[src/hw/rtl/ibfr_pkg.sv]
// ----------------------------------------------------------------------------
// ibfr_pkg
// Shared constants for the iBUS frame receiver.
// ----------------------------------------------------------------------------
package ibfr_pkg;

  localparam logic [7:0]  Hdr0        = 8'h20;
  localparam logic [7:0]  Hdr1        = 8'h40;
  localparam int          FrameLen    = 32;
  localparam int          MaxChannels = 14;
  localparam int          FrameWords  = FrameLen / 2;
  localparam int          WordAw      = $clog2(FrameWords);
  localparam int          PosW        = $clog2(FrameLen);
  localparam logic [15:0] SumInit     = 16'hFFFF - {8'h00, Hdr0} - {8'h00, Hdr1};

endpackage

[src/hw/rtl/ibus_frame_receiver.sv]
// ----------------------------------------------------------------------------
// ibus_frame_receiver
// iBUS frame decoder: header hunt, 32-byte frame capture, checksum check,
// held channel update and one item per channel at frame end.
// ----------------------------------------------------------------------------
//   channel | valid     | stall     | payload
//   --------+-----------+-----------+---------------------------------------
//   rx      | rx_valid  | rx_stall  | rx_byte
//   result  | res_valid | res_stall | channel_index, channel_value,
//           |           |           | checksum_ok, last
//
// The byte that ends a frame starts a burst of CHANNELS items, each through
// a read of the frame and held-channel RAMs, a write-back and output load,
// and a handshake that waits while res_stall is high. rx_stall stays high
// for the whole burst. Synchronous reset clears the header hunt and marks
// every held channel as zero.
// ----------------------------------------------------------------------------
module ibus_frame_receiver
  import ibfr_pkg::*;
#(
  parameter int CHANNELS = MaxChannels
) (
  input  logic        clk,
  input  logic        rst,
  input  logic        rx_valid,
  output logic        rx_stall,
  input  logic [7:0]  rx_byte,
  output logic        res_valid,
  input  logic        res_stall,
  output logic [3:0]  channel_index,
  output logic [15:0] channel_value,
  output logic        checksum_ok,
  output logic        last
);

  localparam int HeldAw = (CHANNELS > 1) ? $clog2(CHANNELS) : 1;

  typedef enum logic [3:0] {
    S_IDLE = 4'b0001,
    S_RD   = 4'b0010,
    S_WR   = 4'b0100,
    S_OUT  = 4'b1000
  } state_t;

  state_t         state;
  logic [PosW-1:0] pos;
  logic [7:0]     lo_byte;
  logic [15:0]    calc;
  logic           ok;
  logic [3:0]     ch;
  logic [CHANNELS-1:0] held_vld;

  logic           rx_acc;
  logic           res_acc;
  logic           ch_last;
  logic [HeldAw-1:0] held_idx;

  logic           frm_we;
  logic [WordAw-1:0] frm_waddr;
  logic [WordAw-1:0] frm_raddr;
  logic [15:0]    frm_rdata;
  logic           held_we;
  logic [15:0]    held_rdata;
  logic [15:0]    value_next;

  assign rx_stall = (state != S_IDLE);
  assign rx_acc   = rx_valid && !rx_stall;
  assign res_acc  = res_valid && !res_stall;
  assign ch_last  = (ch == 4'(CHANNELS - 1));
  assign held_idx = ch[HeldAw-1:0];

  // frame words 1..14 hold the channel words
  assign frm_we    = rx_acc && (pos >= PosW'(2)) && pos[0];
  assign frm_waddr = pos[PosW-1:1];
  assign frm_raddr = WordAw'(ch) + WordAw'(1);

  ibfr_ram #(.Width(16), .Depth(FrameWords)) u_frame_ram (
    .clk   (clk),
    .we    (frm_we),
    .waddr (frm_waddr),
    .wdata ({rx_byte, lo_byte}),
    .raddr (frm_raddr),
    .rdata (frm_rdata)
  );

  assign held_we = (state == S_WR) && ok;

  ibfr_ram #(.Width(16), .Depth(CHANNELS)) u_held_ram (
    .clk   (clk),
    .we    (held_we),
    .waddr (held_idx),
    .wdata (frm_rdata),
    .raddr (held_idx),
    .rdata (held_rdata)
  );

  always_comb begin
    if (ok) begin
      value_next = frm_rdata;
    end else if (held_vld[held_idx]) begin
      value_next = held_rdata;
    end else begin
      value_next = '0;
    end
  end

  always_ff @(posedge clk) begin
    if (rst) begin
      state     <= S_IDLE;
      pos       <= '0;
      ch        <= '0;
      held_vld  <= '0;
      res_valid <= 1'b0;
    end else begin
      unique case (state)
        S_IDLE: begin
          if (rx_acc) begin
            if (pos == PosW'(0)) begin
              if (rx_byte == Hdr0) begin
                pos <= PosW'(1);
              end
            end else if (pos == PosW'(1)) begin
              pos  <= (rx_byte == Hdr1) ? PosW'(2) : PosW'(0);
              calc <= SumInit;
            end else begin
              pos <= pos + PosW'(1);
              if (pos < PosW'(30)) begin
                calc <= calc - {8'h00, rx_byte};
              end
              if (!pos[0]) begin
                lo_byte <= rx_byte;
              end
              if (pos == PosW'(FrameLen - 1)) begin
                ok    <= (calc == {rx_byte, lo_byte});
                ch    <= '0;
                state <= S_RD;
              end
            end
          end
        end
        S_RD: begin
          state <= S_WR;
        end
        S_WR: begin
          if (ok) begin
            held_vld[held_idx] <= 1'b1;
          end
          channel_index <= ch;
          channel_value <= value_next;
          checksum_ok   <= ok;
          last          <= ch_last;
          res_valid     <= 1'b1;
          state         <= S_OUT;
        end
        S_OUT: begin
          if (!res_stall) begin
            res_valid <= 1'b0;
            if (ch_last) begin
              state <= S_IDLE;
            end else begin
              ch    <= ch + 4'd1;
              state <= S_RD;
            end
          end
        end
        default: begin
          state <= S_IDLE;
        end
      endcase
    end
  end

  a_res_in_out: assert property (@(posedge clk) disable iff (rst)
    res_valid |-> state == S_OUT)
    else $error("result valid outside output state");

  a_ch_range: assert property (@(posedge clk) disable iff (rst)
    ch <= 4'(CHANNELS - 1))
    else $error("channel counter out of range");

  a_burst_end: assert property (@(posedge clk) disable iff (rst)
    (res_acc && last) |=> !rx_stall)
    else $error("rx not released after last item");

  a_frame_end: assert property (@(posedge clk) disable iff (rst)
    (rx_acc && pos == PosW'(FrameLen - 1)) |=> (state == S_RD && ch == 4'd0))
    else $error("burst not started at frame end");

  a_pos_hunt: assert property (@(posedge clk) disable iff (rst)
    (state != S_IDLE) |-> pos == PosW'(0))
    else $error("byte position not cleared during burst");

endmodule

[src/hw/rtl/ibfr_ram.sv]
// ----------------------------------------------------------------------------
// ibfr_ram
// Generic RAM, one write port, one read port, registered read data.
// ----------------------------------------------------------------------------
module ibfr_ram #(
  parameter int Width = 8,
  parameter int Depth = 16,
  parameter int Aw    = (Depth > 1) ? $clog2(Depth) : 1
) (
  input  logic             clk,
  input  logic             we,
  input  logic [Aw-1:0]    waddr,
  input  logic [Width-1:0] wdata,
  input  logic [Aw-1:0]    raddr,
  output logic [Width-1:0] rdata
);

  logic [Width-1:0] mem [Depth];

  always_ff @(posedge clk) begin
    if (we) begin
      mem[waddr] <= wdata;
    end
    rdata <= mem[raddr];
  end

endmodule
[config.mk]
export PLATFORM = sky130hd
export DESIGN_NAME = ibus_frame_receiver
export DESIGN_NICKNAME = d
export VERILOG_FILES = /design/src/hw/rtl/ibfr_pkg.sv /design/src/hw/rtl/ibus_frame_receiver.sv /design/src/hw/rtl/ibfr_ram.sv
export SDC_FILE = /design/constraint.sdc
export NUM_CORES = 1
export LEC_CHECK = 0
export BUFFER_PORTS_ARGS = -buffer_cell sky130_fd_sc_hd__buf_2
export CAP_MARGIN = 25
export CORE_MARGIN = 1
export CORE_UTILIZATION = 56
export CTS_BUF_LIST = sky130_fd_sc_hd__clkbuf_8
export DETAILED_ROUTE_END_ITERATION = 10
export MAX_ROUTING_LAYER = met4
export PLACE_DENSITY = 0.71
export SLEW_MARGIN = 20
export SYNTH_ARGS = -nofsm -noshare
export SYNTH_HDL_FRONTEND = slang
export SYNTH_SLANG_ARGS = --single-unit
[constraint.sdc]
create_clock -name clk -period 3.1 [get_ports clk]
set_input_delay 0.31 -clock clk [delete_from_list [all_inputs] [get_ports clk]]
set_output_delay 0.31 -clock clk [all_outputs]
set_load 0.02 [all_outputs]
# Word-level counts from Yosys, hierarchy flattened
# Memory sizes are Yosys's and may differ from the RTL's. A register that Yosys moved wholly into a read port is not among the register bits.
# Index checks and enable logic that the tools add are counted.
word_totals:
  reg_bits: 75
  ramBits: 480
  in_bits: 12
  output_inout_bits: 24
  elab_cells: 94
  memories: 2
memory_table:
  columns: ["memory", "words", "word_bits", "rd", "rd_clocked_by_memory_dff", "wr", "line", "rtl"]
  rows:
  - ["u_frame_ram.mem", 16, 16, 1, 1, 1, "ibfr_ram.sv:18", "logic [Width-1:0] mem [Depth];"]
  - ["u_held_ram.mem", 14, 16, 1, 1, 1, "ibfr_ram.sv:18", null]
classes:
  add_sub_neg: 3
  n_lt_le_gt_ge: 4
  n_eq_ne: 18
  mux: 31
  n_bitwise: 5
  n_reduce_logical: 19
ops:
  columns: ["op", "count"]
  rows:
  - ["16-bit two-way mux", 3]
  - ["4-bit two-way mux", 11]
  - ["16-bit equality test", 1]
  - ["4-bit one-hot mux with 4 select lines", 1]
  - ["16-bit by 8-bit subtractor with 16-bit output", 1]
  - ["5-bit two-way mux", 3]
  - ["14-bit OR", 1]
  - ["2-bit inequality test, second input constant", 6]
  - ["6-bit AND reduction", 2]
  - ["5-bit AND reduction", 2]
  - ["4-bit equality test, second input constant", 2]
  - ["8-bit by 6-bit equality test with 1-bit output, second input constant", 1]
  - ["8-bit by 7-bit equality test with 1-bit output, second input constant", 1]
  - ["4-bit one-hot mux with 2 select lines", 1]
  - ["1-bit two-way mux", 7]
  - ["7-bit AND reduction", 1]
  - ["2-bit AND reduction", 3]
  - ["2-bit nonzero test", 3]
  - ["5-bit by 1-bit adder with 5-bit output, second input constant", 1]
  - ["5-bit by 1-bit equality test with 1-bit output, second input constant", 1]
  - ["5-bit equality test, second input constant", 1]
  - ["5-bit by 2-bit >= comparator with 1-bit output, second input constant", 1]
  - ["1-bit logical AND", 5]
  - ["5-bit logical NOT", 1]
  - ["other kinds (16)", 20]

# Longest topological paths before layout
# Gate-level depths: netlist of run 1.
depth:
  depth_word: 7
  depth_mapped: 11
  ltp_nobuf: 8

# Modules after synthesis
# From an unflattened synthesis of run 1, not the netlist that was laid out.
hier_totals:
  hier_cells: 1173
  area_unflattened_um2: 22801.9
by_module_without_submodules:
  columns: ["mod", "n_inst", "cells_per_inst", "area_each_um2", "seq_area_each_um2"]
  rows:
  - ["ibfr_ram at u_frame_ram", 1, 432, 10043.4, 8007.7]
  - ["ibfr_ram at u_held_ram", 1, 395, 8921.1, 7046.8]
  - ["ibus_frame_receiver", 1, 346, 3837.4, 1971.9]

# Worst setup path before layout of run 1
# No wires, ideal clock.
synth_path:
  path_kind: "register -> register"
  from: "register ch[0]"
  to: "register u_frame_ram.rdata[0], read port of u_frame_ram.mem"
  setup_ps: 136
  arrival_time_ps: 2917
  required_ps: 2964
  slack_ps: 47
  path_stages_with_launch: 11
  n_path_buf: 6
  period_less_slack_ps: 3053
  path_cell_list: "dfxtp_1 buf_4 buf_6 buf_4 buf_2 inv_1 ha_1 clkbuf_1 clkbuf_1 mux4_2 mux4_1"
synth_via:
  elab_chain_cells: 1
synth_rtl:
  columns: ["item", "line", "rtl"]
  rows:
  - ["from (decl)", "ibus_frame_receiver.sv:50", "logic [3:0] ch;"]
  - ["from (signal assigned)", "ibus_frame_receiver.sv:161", "ch <= ch + 4'd1;"]
  - ["4-bit by 1-bit adder with 4-bit output", "ibus_frame_receiver.sv:75", "assign frm_raddr = WordAw'(ch) + WordAw'(1);"]
  - ["to (decl)", "ibfr_ram.sv:15", "output logic [Width-1:0] rdata"]
# No other way between the ends.
# A chain may end at the register's enable or synchronous reset.

# Final worst setup path of run 1
layout_path:
  from: "register state[3]"
  to: "memory u_frame_ram.mem[8][4], enable pin"
layout_via:
  elab_chain_cells: 7
layout_rtl:
  columns: ["item", "line", "rtl"]
  rows:
  - ["from (decl)", "ibus_frame_receiver.sv:45", "state_t state;"]
  - ["from (signal assigned)", "ibus_frame_receiver.sv:109", "state <= S_IDLE;"]
  - ["from (signal assigned)", "ibus_frame_receiver.sv:136", "state <= S_RD;"]
  - ["from (signal assigned)", "ibus_frame_receiver.sv:142", "state <= S_WR;"]
  - ["4-bit by 1-bit inequality test with 1-bit output", "ibus_frame_receiver.sv:66", "assign rx_stall = (state != S_IDLE);"]
  - ["1-bit logical NOT", "ibus_frame_receiver.sv:67", "assign rx_acc = rx_valid && !rx_stall;"]
  - ["1-bit logical AND", "ibus_frame_receiver.sv:67", null]
  - ["1-bit logical AND (2 in a row)", "ibus_frame_receiver.sv:73", "assign frm_we = rx_acc && (pos >= PosW'(2)) && pos[0];"]
  - ["1-bit two-way mux", "ibfr_ram.sv:21", "if (we) begin"]
  - ["1-bit two-way mux (implied by the code)", "ibfr_ram.sv:22", "mem[waddr] <= wdata;"]
  - ["to (decl)", "ibfr_ram.sv:18", null]
# No other way between the ends.

==> results of run 1 <==
registers in the layout, indices dropped and copies added (netlist names):
signal	cells
calc	16
ch	4
channel_index	4
channel_value	16
checksum_ok	1
held_vld	14
last	1
lo_byte	8
ok	1
pos	5
res_valid	1
state	4
u_frame_ram.mem	256
u_frame_ram.rdata	16
u_held_ram.mem	224
u_held_ram.rdata	16
final cells by class:
type / count / area, sq um
Sequential cell: 587 / 17000
Clock inverter: 58 / 264
Inverter: 17 / 63.8
Tap cell: 525 / 657
Multi-Input combinational cell: 449 / 5440
Clock buffer: 105 / 1450
Fill cell: 2758 / 14200
Timing Repair Buffer: 94 / 686
power by group:
part	total (mW)	internal, mW	switching [mW]	leakage (nW)
Sequential	8.53	8.53	0.00658	5.22
Combinational	0.135	0.0458	0.0889	2.06
Clock	6.02	3.16	2.86	0.999
Total	14.7	11.7	2.95	8.28
layer usage:
| metal | global-route usage | vias up | part of all wire |
|---|---|---|---|
| met5 | - | - | 0 |
| met4 | 0.0763 | 0 | 0.024 |
| met3 | 0.0420 | 89 | 0.050 |
| met2 | 0.395 | 321 | 0.52 |
| met1 | 0.301 | 5706 | 0.41 |
| li1 | - | 4811 | - |
Yosys cell counts (all sizes together) (2+ instances only):
cell / instances
edfxtp: 527
mux4: 147
nor2: 68
dfxtp: 60
nand2: 26
buf: 25
clkbuf: 24
a21oi: 22
xnor2: 19
ha: 17
inv: 17
a22o: 16
mux2: 16
nand2b: 10
o21ai: 9
a31oi: 8
and3: 7
nand4: 7
a211oi: 6
and2: 6
nor2b: 6
nor3: 6
nor4: 6
mux2i: 5
xor2: 5
nand3: 4
and4: 3
a211o: 2
a21o: 2
o211ai: 2
or3: 2
or4: 2
worst max-delay path by stage:
stage,startpoint,to,cells past startpoint
after global placement,rx_byte[3],calc[13]$_SDFFCE_PP1P_,8
after global routing,state[3]$_SDFFE_PP0P_,u_frame_ram.mem[4][6]$_DFFE_PP_,6
after floorplan,ch[0]$_SDFFE_PP0P_,u_frame_ram.rdata[0]$_DFF_P_,10
after CTS,state[3]$_SDFFE_PP0P_,u_frame_ram.mem[8][4]$_DFFE_PP_,6
final,state[3]$_SDFFE_PP0P_,u_frame_ram.mem[8][4]$_DFFE_PP_,6
after detailed placement,rx_byte[3],calc[13]$_SDFFCE_PP1P_,8
per-stage QoR:
| step | std cells | area, sq um | worst slack [ns] |
|---|---|---|---|
| 6_report | 1835 | 25600 | 0.545 |
| 5_1_grt | 1835 | 25600 | 0.369 |
| 3_3_place_gp | 1670 | 23900 | 0.552 |
| 3_5_place_dp | 1670 | 23900 | 0.487 |
| 2_1_floorplan | 1102 | 22700 | 0.0467 |
| 4_1_cts | 1835 | 25600 | 0.530 |
critical path, stage by stage (launching register included):
cell and delay (ns):
dfxtp_1 0.38, nor4b_4 0.39, and2_0 0.36, nand2_1 0.11, or4_4 0.54, nor2_2 0.12, buf_4 0.30
kinds of logic after synthesis:
kind of cell,after synthesis
DFF,587
buffers and inverters,66
muxes,168
xor gates and xnor gates,24
and+or+nand+nor,160
adders and majority gates,18
AOI/OAI and AO/OA,79
==> flow_summary.ini, run 1 <==
[outcome]
outcome = completed

[clocking]
cts.path.max_buffers = 3
cts.htree.levels = 3
cts_sinks = 587
cts_resized = 0
ctsHoldBuffers = 2
cts_setup_buffers = 0
numCtsBuffers = 90
cts_root_buf = clkbuf_8
clk_pin_slew_worst_paths_ns = 0.06
clkLatencyLatePin_ns = 0.64
tritoncts = done

[layout]
final_common_cell = edfxtp_1
layout_common_cells = edfxtp_1 (527), mux4_2 (146), clkbuf_8 (105)
drive_above_1_share = 0.324
nNetsFinal = 1269
syn_to_final_growth_pct = 12.9
diodes = 0
postLayoutCoreUtil = 0.643

[timing]
fin_crit_sh = 0.824
min_period_ns = 2.55
finClkSkew_ns = 0.0267
hold_violations = 0
rsz0062_at_grt = false
fin_hold_ws_ns = 0.105
report.final.slew_viol_count = 0
tns_ns = 0
setup_viol = 0
maxSlewHeadroom = 0.509
max_clock_freq_mhz = 391
tightestPinTransition_ns = 0.735

[worst_setup_path]
r2r-end = u_frame_ram.mem[8][4]$_DFFE_PP_
cp.arrival_ns = 2.85
r2r_cells = 6
crit_type = flop to flop
cp_data_required_time_ns = 3.39
ff2ff_setup_slack_ns = 0.55
path_max_fanout = 16
startpoint_type = flop
cp-end-kind = flop
r2r_start = state[3]$_SDFFE_PP0P_

[yosys]
seq_area_frac_synth = 0.751
yosys.area.top_type = edfxtp_1
muxShareOfSynthArea = 0.156
synth-simple-area-share = 0.0358
yosys_register_bits = 587
synth_area_leaders = edfxtp_1 (70%), mux4_2 (15%), dfxtp_1 (5.3%)
yosys.area_share.xor_xnor = 0.00927
synth_top_family_by_area = multiplexers
synth.top_cell.area_share = 0.698
synth_edf_count = 527
synth_compound_area_frac = 0.0244
synthesis.nets = 1132
synthCells = 1102
synthDistinctLibCells = 65
synth-main-ff-cell = edfxtp_1
synthAdderAreaFrac = 0.0103
async_flop_share = 0
synth_area_sq_um = 22700
yosysWarnings = 0
postSynthAreaPerCell_sq_um = 20.6

[global_route]
grt_max_degree = 88
track_usage = 0.238
antenna_found_initial = 0
grt_pass1_wl_um = 69600
gr-total-overflow = 0
first_global_vias = 11573

[route]
num_vias = 10927
viasPerCell = 5.95
drtPass1Iterations = 5
drt_iter0_drc = 882
routed_wl_um = 45900
routedWlPerCell_um = 25.0
ant_nets = 0
drc = 0

[floorplan]
die_h_um = 203
io_pins = 36
start_util = 0.569
dieWidth_um = 203
rows = 73
coreArea_sq_um = 39800
dieArea_sq_um = 41300

[hold_path]
holdPathStages = 1
min_path_type = input pin to flop
hp-start = rx_byte[6]
holdPathEnd = lo_byte[6]$_DFFE_PP_

[power_and_ir_drop]
power_mw = 14.7
max-vdd-ir-drop_mv = 0.492
power.density_nw_per_um2 = 574
p_leak_nw = 8.28

[run]
drv_cap = 0

[placed_design]
gp_congestion = 0.821
dp_hpwl_um = 27100
portBuffers = 35
Power figures use the tool's default switching activity.
==> run 2, diff against run 1 <==
- clock period: 3.1 -> 2.2 ns (I/O delays scaled with it)
==> flow_summary.ini, run 2 (same netlist as run 1, synthesis figures left out) <==
[layout]
layout_common_cells = edfxtp_1 (527), mux4_2 (147), buf_4 (98)
instances_no_fill = 1930
top_regs = u_frame_ram.mem x256, u_held_ram.mem x224
fillers = 2567
largest_register_ffs = 256
largest_register = u_frame_ram.mem
final_cell_area_sq_um = 26800
final_common_cell = edfxtp_1
drive_above_1_share = 0.369
syn_to_final_growth_pct = 18.3
nNetsFinal = 1353

[outcome]
outcome = finished, violations left
failed_checks = antenna violations

[floorplan]
dieArea_sq_um = 41300
start_util = 0.569
die_h_um = 203
rows = 73
dieWidth_um = 203
coreArea_sq_um = 39800
io_pins = 36

[timing]
min_period_ns = 2.19
rsz0062_at_grt = true
setup_viol = 0
hold_violations = 0
finClkSkew_ns = 0.0332
max_clock_freq_mhz = 457
fin_crit_sh = 0.994
report.final.slew_viol_count = 0
maxSlewHeadroom = 0.557
tightestPinTransition_ns = 0.664

[global_route]
gr-total-overflow = 0
grt_max_degree = 38
track_usage = 0.239
grt_pass1_wl_um = 69900
first_global_vias = 11755
antenna_found_initial = 1

[power_and_ir_drop]
power.switching_mw = 4.27
max-vdd-ir-drop_mv = 0.646
p_leak_nw = 8.82
p_clk_frac = 0.418
p_comb_frac = 0.012
power.density_nw_per_um2 = 786
sw_frac_of_total = 0.203
internal-power_mw = 16.8
power_frac_seq = 0.570

[worst_setup_path]
path_max_fanout = 3
cp_data_required_time_ns = 2.60
cp_cell_sequence = ha_2, or4_4, or3_4, a21oi_4, a21oi_1, or3b_1
startpoint_type = flop
r2r_cells = 6
crit_path_top_delay_cell = or4_4
ff2ff_setup_slack_ns = 0.01
cp-end-kind = flop
cp.arrival_ns = 2.58
slowest_delay_ns = 0.42
crit_type = flop to flop

[clocking]
clkLatencyLatePin_ns = 0.66
cts.path.max_buffers = 3
numCtsBuffers = 92
tritoncts = done
clk_pin_slew_worst_paths_ns = 0.07
cts.htree.levels = 3
cts_root_buf = clkbuf_8
cts_sinks = 587

[route]
num_vias = 11302
drtPass1Iterations = 5
viasPerCell = 5.86
routedWlPerCell_um = 23.9
drt_iter0_drc = 744
ant_nets = 1
routed_wl_um = 46100
drc = 0

[placed_design]
dp_cells = 1740
gp_congestion = 0.821
place_area_sq_um = 24800
portBuffers = 35
dp_hpwl_um = 28600

[run]
drv_cap = 0

[hold_path]
holdPathStages = 2
min_path_type = input pin to flop
[run 2: power groups by stage]
stage	registers [mW]	clock network, mW	logic [mW]
2_1_floorplan	12.3	0	0.109
3_3_place_gp	12.3	0	0.230
3_5_place_dp	12.3	0	0.237
4_1_cts	12.0	9.00	0.249
5_1_grt	12.0	9.46	0.283
6_report	12.0	8.81	0.259
[run 2: worst paths after layout]
| path | start | endpoint |
|---|---|---|
| worst min-delay path | rx_byte[4] | u_frame_ram.mem[11][12]$_DFFE_PP_ |
| worst max-delay path | calc[7]$_SDFFCE_PP1P_ | calc[13]$_SDFFCE_PP1P_ |
| worst min register to register | held_vld[6]$_SDFFE_PP0P_ | held_vld[6]$_SDFFE_PP0P_ |
| worst max register to register | calc[7]$_SDFFCE_PP1P_ | calc[13]$_SDFFCE_PP1P_ |
[run 2: layout make-up]
cell class	instances	area, sq um	share of cell area
antenna	6	15.0	0.000560
inverter	17	66.3	0.00247
clock inverter	73	447	0.0167
tap	525	657	0.0245
clock buffer	97	1340	0.0498
sequential	587	17000	0.635
timing repair buffer	176	1710	0.0639
multi-input combinational	449	5560	0.207
[run 2: worst max-delay path, delay by kind of cell (launching register included)]
kind / cells / cell delay [ns]
and+or+nand+nor: 3 / 1.14
DFF: 1 / 0.39
adders and majority gates: 1 / 0.20
AOI/OAI and AO/OA: 2 / 0.20
[run 2: timing repair]
| action | CTS | global route |
|---|---|---|
| gates resized for setup | 1 | 15 |
| setup endpoints to repair | 5 | 150 |
| hold buffers | 7 | 0 |
| endpoints found under the hold margin | 24 | 0 |
| setup buffers | 0 | 6 |
| gates cloned | 0 | 1 |
| pin swaps | 1 | 2 |
[run 2: routing by layer]
layer  GRT usage  up-vias  share of wire
met2       0.399      332           0.52
met3      0.0435       94          0.051
li1            -     4994              -
met4      0.0798        0          0.026
met1       0.298     5882           0.40
met5           -        -              0
[run 2: through the flow]
stage | setup slack (ns) | utilization | setup TNS [ns] | hold WS, ns | total power [mW]
floorplan | -0.145 | - | -27.23 | 0.319 | 12.4
global route | -0.0725 | 0.673 | -0.102 | 0.0418 | 21.8
detailed placement | -0.0362 | 0.623 | -0.0982 | 0.457 | 12.5
global placement | -0.0137 | 0.623 | -0.0243 | 0.442 | 12.5
finish | 0.0133 | 0.674 | 0 | 0.0449 | 21.1
CTS | 0.00577 | 0.669 | 0 | 0.00541 | 21.3
==> run 3, diff against run 2 <==
- SYNTH_HIERARCHICAL: default -> 1
==> flow_summary.ini, run 3 <==
[outcome]
outcome = completed

[clocking]
cts_root_buf = clkbuf_8
clk_pin_slew_worst_paths_ns = 0.06
tritoncts = done
numCtsBuffers = 92
cts.path.max_buffers = 3
cts_sinks = 587
clkLatencyLatePin_ns = 0.66
cts.htree.levels = 3

[yosys]
synth.top_cell.area_share = 0.694
synthDistinctLibCells = 63
synthCells = 1173
yosys.area.top_type = edfxtp_1
yosys_register_bits = 587
synth_common_cells = edfxtp_1 (527), mux4_2 (96), dfxtp_1 (60)
synth-main-ff-cell = edfxtp_1
synth-simple-area-share = 0.0425
postSynthAreaPerCell_sq_um = 19.4
synth_compound_area_frac = 0.0417
yosys.area_share.xor_xnor = 0.00922
synth_area_sq_um = 22800
seq_area_frac_synth = 0.747
synth_top_family_by_area = multiplexers
synth_edf_count = 527
yosysWarnings = 6
synth.most_common_cell = edfxtp_1
synth_area_leaders = edfxtp_1 (69%), mux4_2 (9.5%), dfxtp_1 (5.3%)
synthAdderAreaFrac = 0.0102
muxShareOfSynthArea = 0.133
synthesis.nets = 1203
async_flop_share = 0

[route]
viasPerCell = 5.97
num_vias = 11861
routed_wl_um = 48400
drtPass1Iterations = 7
ant_nets = 0
routedWlPerCell_um = 24.4
drt_iter0_drc = 891
drc = 0

[floorplan]
start_util = 0.571
rows = 73
coreArea_sq_um = 39900
io_pins = 36
die_h_um = 204
dieArea_sq_um = 41500
dieWidth_um = 204

[timing]
tightestPinTransition_ns = 1.03
report.final.slew_viol_count = 0
min_period_ns = 2.17
hold_violations = 0
max_clock_freq_mhz = 460
setup_viol = 0
maxSlewHeadroom = 0.313
fin_crit_sh = 0.988
finClkSkew_ns = 0.0289
rsz0062_at_grt = true

[worst_setup_path]
crit_type = flop to flop
cp-end-kind = flop
startpoint_type = flop
cp_data_required_time_ns = 2.54
cp.arrival_ns = 2.52
r2r_cells = 6
path_max_fanout = 16

[layout]
postLayoutCoreUtil = 0.677
final_common_cell = edfxtp_1
nNetsFinal = 1414
top_regs = u_frame_ram/mem x256, u_held_ram/mem x224
multiInputGateArea_sq_um = 5700
syn_to_final_growth_pct = 18.5
drive_above_1_share = 0.320
largest_register_ffs = 256
regArea_sq_um = 17000
fillers = 2509
largest_register = u_frame_ram/mem
layout_common_cells = edfxtp_1 (527), clkbuf_8 (103), mux4_2 (96)

[hold_path]
min_path_type = input pin to flop
holdPathStages = 2

[global_route]
grt_use_met3 = 0.0475
use_met2 = 0.404
busiest_layer = met2
grt_pass1_wl_um = 73000
grtUsageMet1 = 0.315
track_usage = 0.249
grt_max_degree = 35
antenna_found_initial = 0
gr-total-overflow = 0
first_global_vias = 12218

[placed_design]
portBuffers = 35
dp_hpwl_um = 29700
gp_congestion = 0.847

[power_and_ir_drop]
power.density_nw_per_um2 = 775
max-vdd-ir-drop_mv = 0.641
power_mw = 20.9
p_leak_nw = 9.04

[run]
drv_cap = 0
## run 3: cells by family after synthesis
kind of cell	Yosys count
flops	587
simple gates	184
fa+ha+maj	18
buf+inv	68
compound gates	141
mux	151
xor+xnor	24
## run 3: worst paths after layout
path,startpoint,end,slack (ns)
setup reg to reg,state[2]$_SDFFE_PP0P_,u_frame_ram/mem[0][4]$_DFFE_PP_,0.03
setup / recovery,state[2]$_SDFFE_PP0P_,u_frame_ram/mem[0][4]$_DFFE_PP_,0.03
hold / removal,rx_byte[7],u_frame_ram/mem[13][15]$_DFFE_PP_,0.05
hold reg to reg,state[0]$_SDFFE_PP1P_,state[2]$_SDFFE_PP0P_,0.46
## run 3: final cells by class
class / count / share of cell area
flip-flops and latches: 587 / 0.631
multi-input cells: 518 / 0.211
repair buffers: 168 / 0.0657
clock buffers: 103 / 0.0525
well taps: 525 / 0.0243
clock inverters: 68 / 0.0132
inverters: 17 / 0.00245
diodes: 1 / 0.0000926
## run 3: through the flow
step                hold WS [ns]  std cells  instance area [sq um]  TNS [ns]  setup WS, ns
floorplan                  0.319       1173                  23000     -3.07        -0.158
global placement           0.443       1800                  24900   -0.0798       -0.0731
detailed placement         0.454       1800                  24900    -0.222        -0.158
CTS                      0.00666       1980                  26800         0       0.00621
global route              0.0398       1986                  27000    -0.874       -0.0605
finish                    0.0512       1987                  27000         0        0.0258
## run 3: repair_timing
item | in CTS | in global routing
cloned | 0 | 2
pin swaps | 1 | 2
endpoints found under the setup margin | 7 | 97
hold buffers | 7 | 0
resized for setup | 7 | 29
endpoints found under the hold margin | 39 | 0
buffers inserted | 2 | 4
## run 3: critical path, stage by stage, from the launching register on
cell,delay (ns)
dfxtp_4,0.36
nor4b_4,0.30
nand2_2,0.12
nor3_4,0.16
or3b_4,0.48
nor3_4,0.23
buf_12,0.20
## run 3: where the power goes
group	leakage, nW	total, mW	switching, mW	internal (mW)
sequential	5.24	12.0	0.00542	12.0
combinational	2.75	0.238	0.143	0.0957
clock	1.04	8.67	4.13	4.55
## run 3: per-layer routing
| layer | wire (um) | up-vias |
|---|---|---|
| met2 | 24600 | 385 |
| met3 | 2570 | 105 |
| met4 | 1540 | 0 |
| li1 | - | 5252 |
| met5 | 0 | - |
| met1 | 19700 | 6119 |
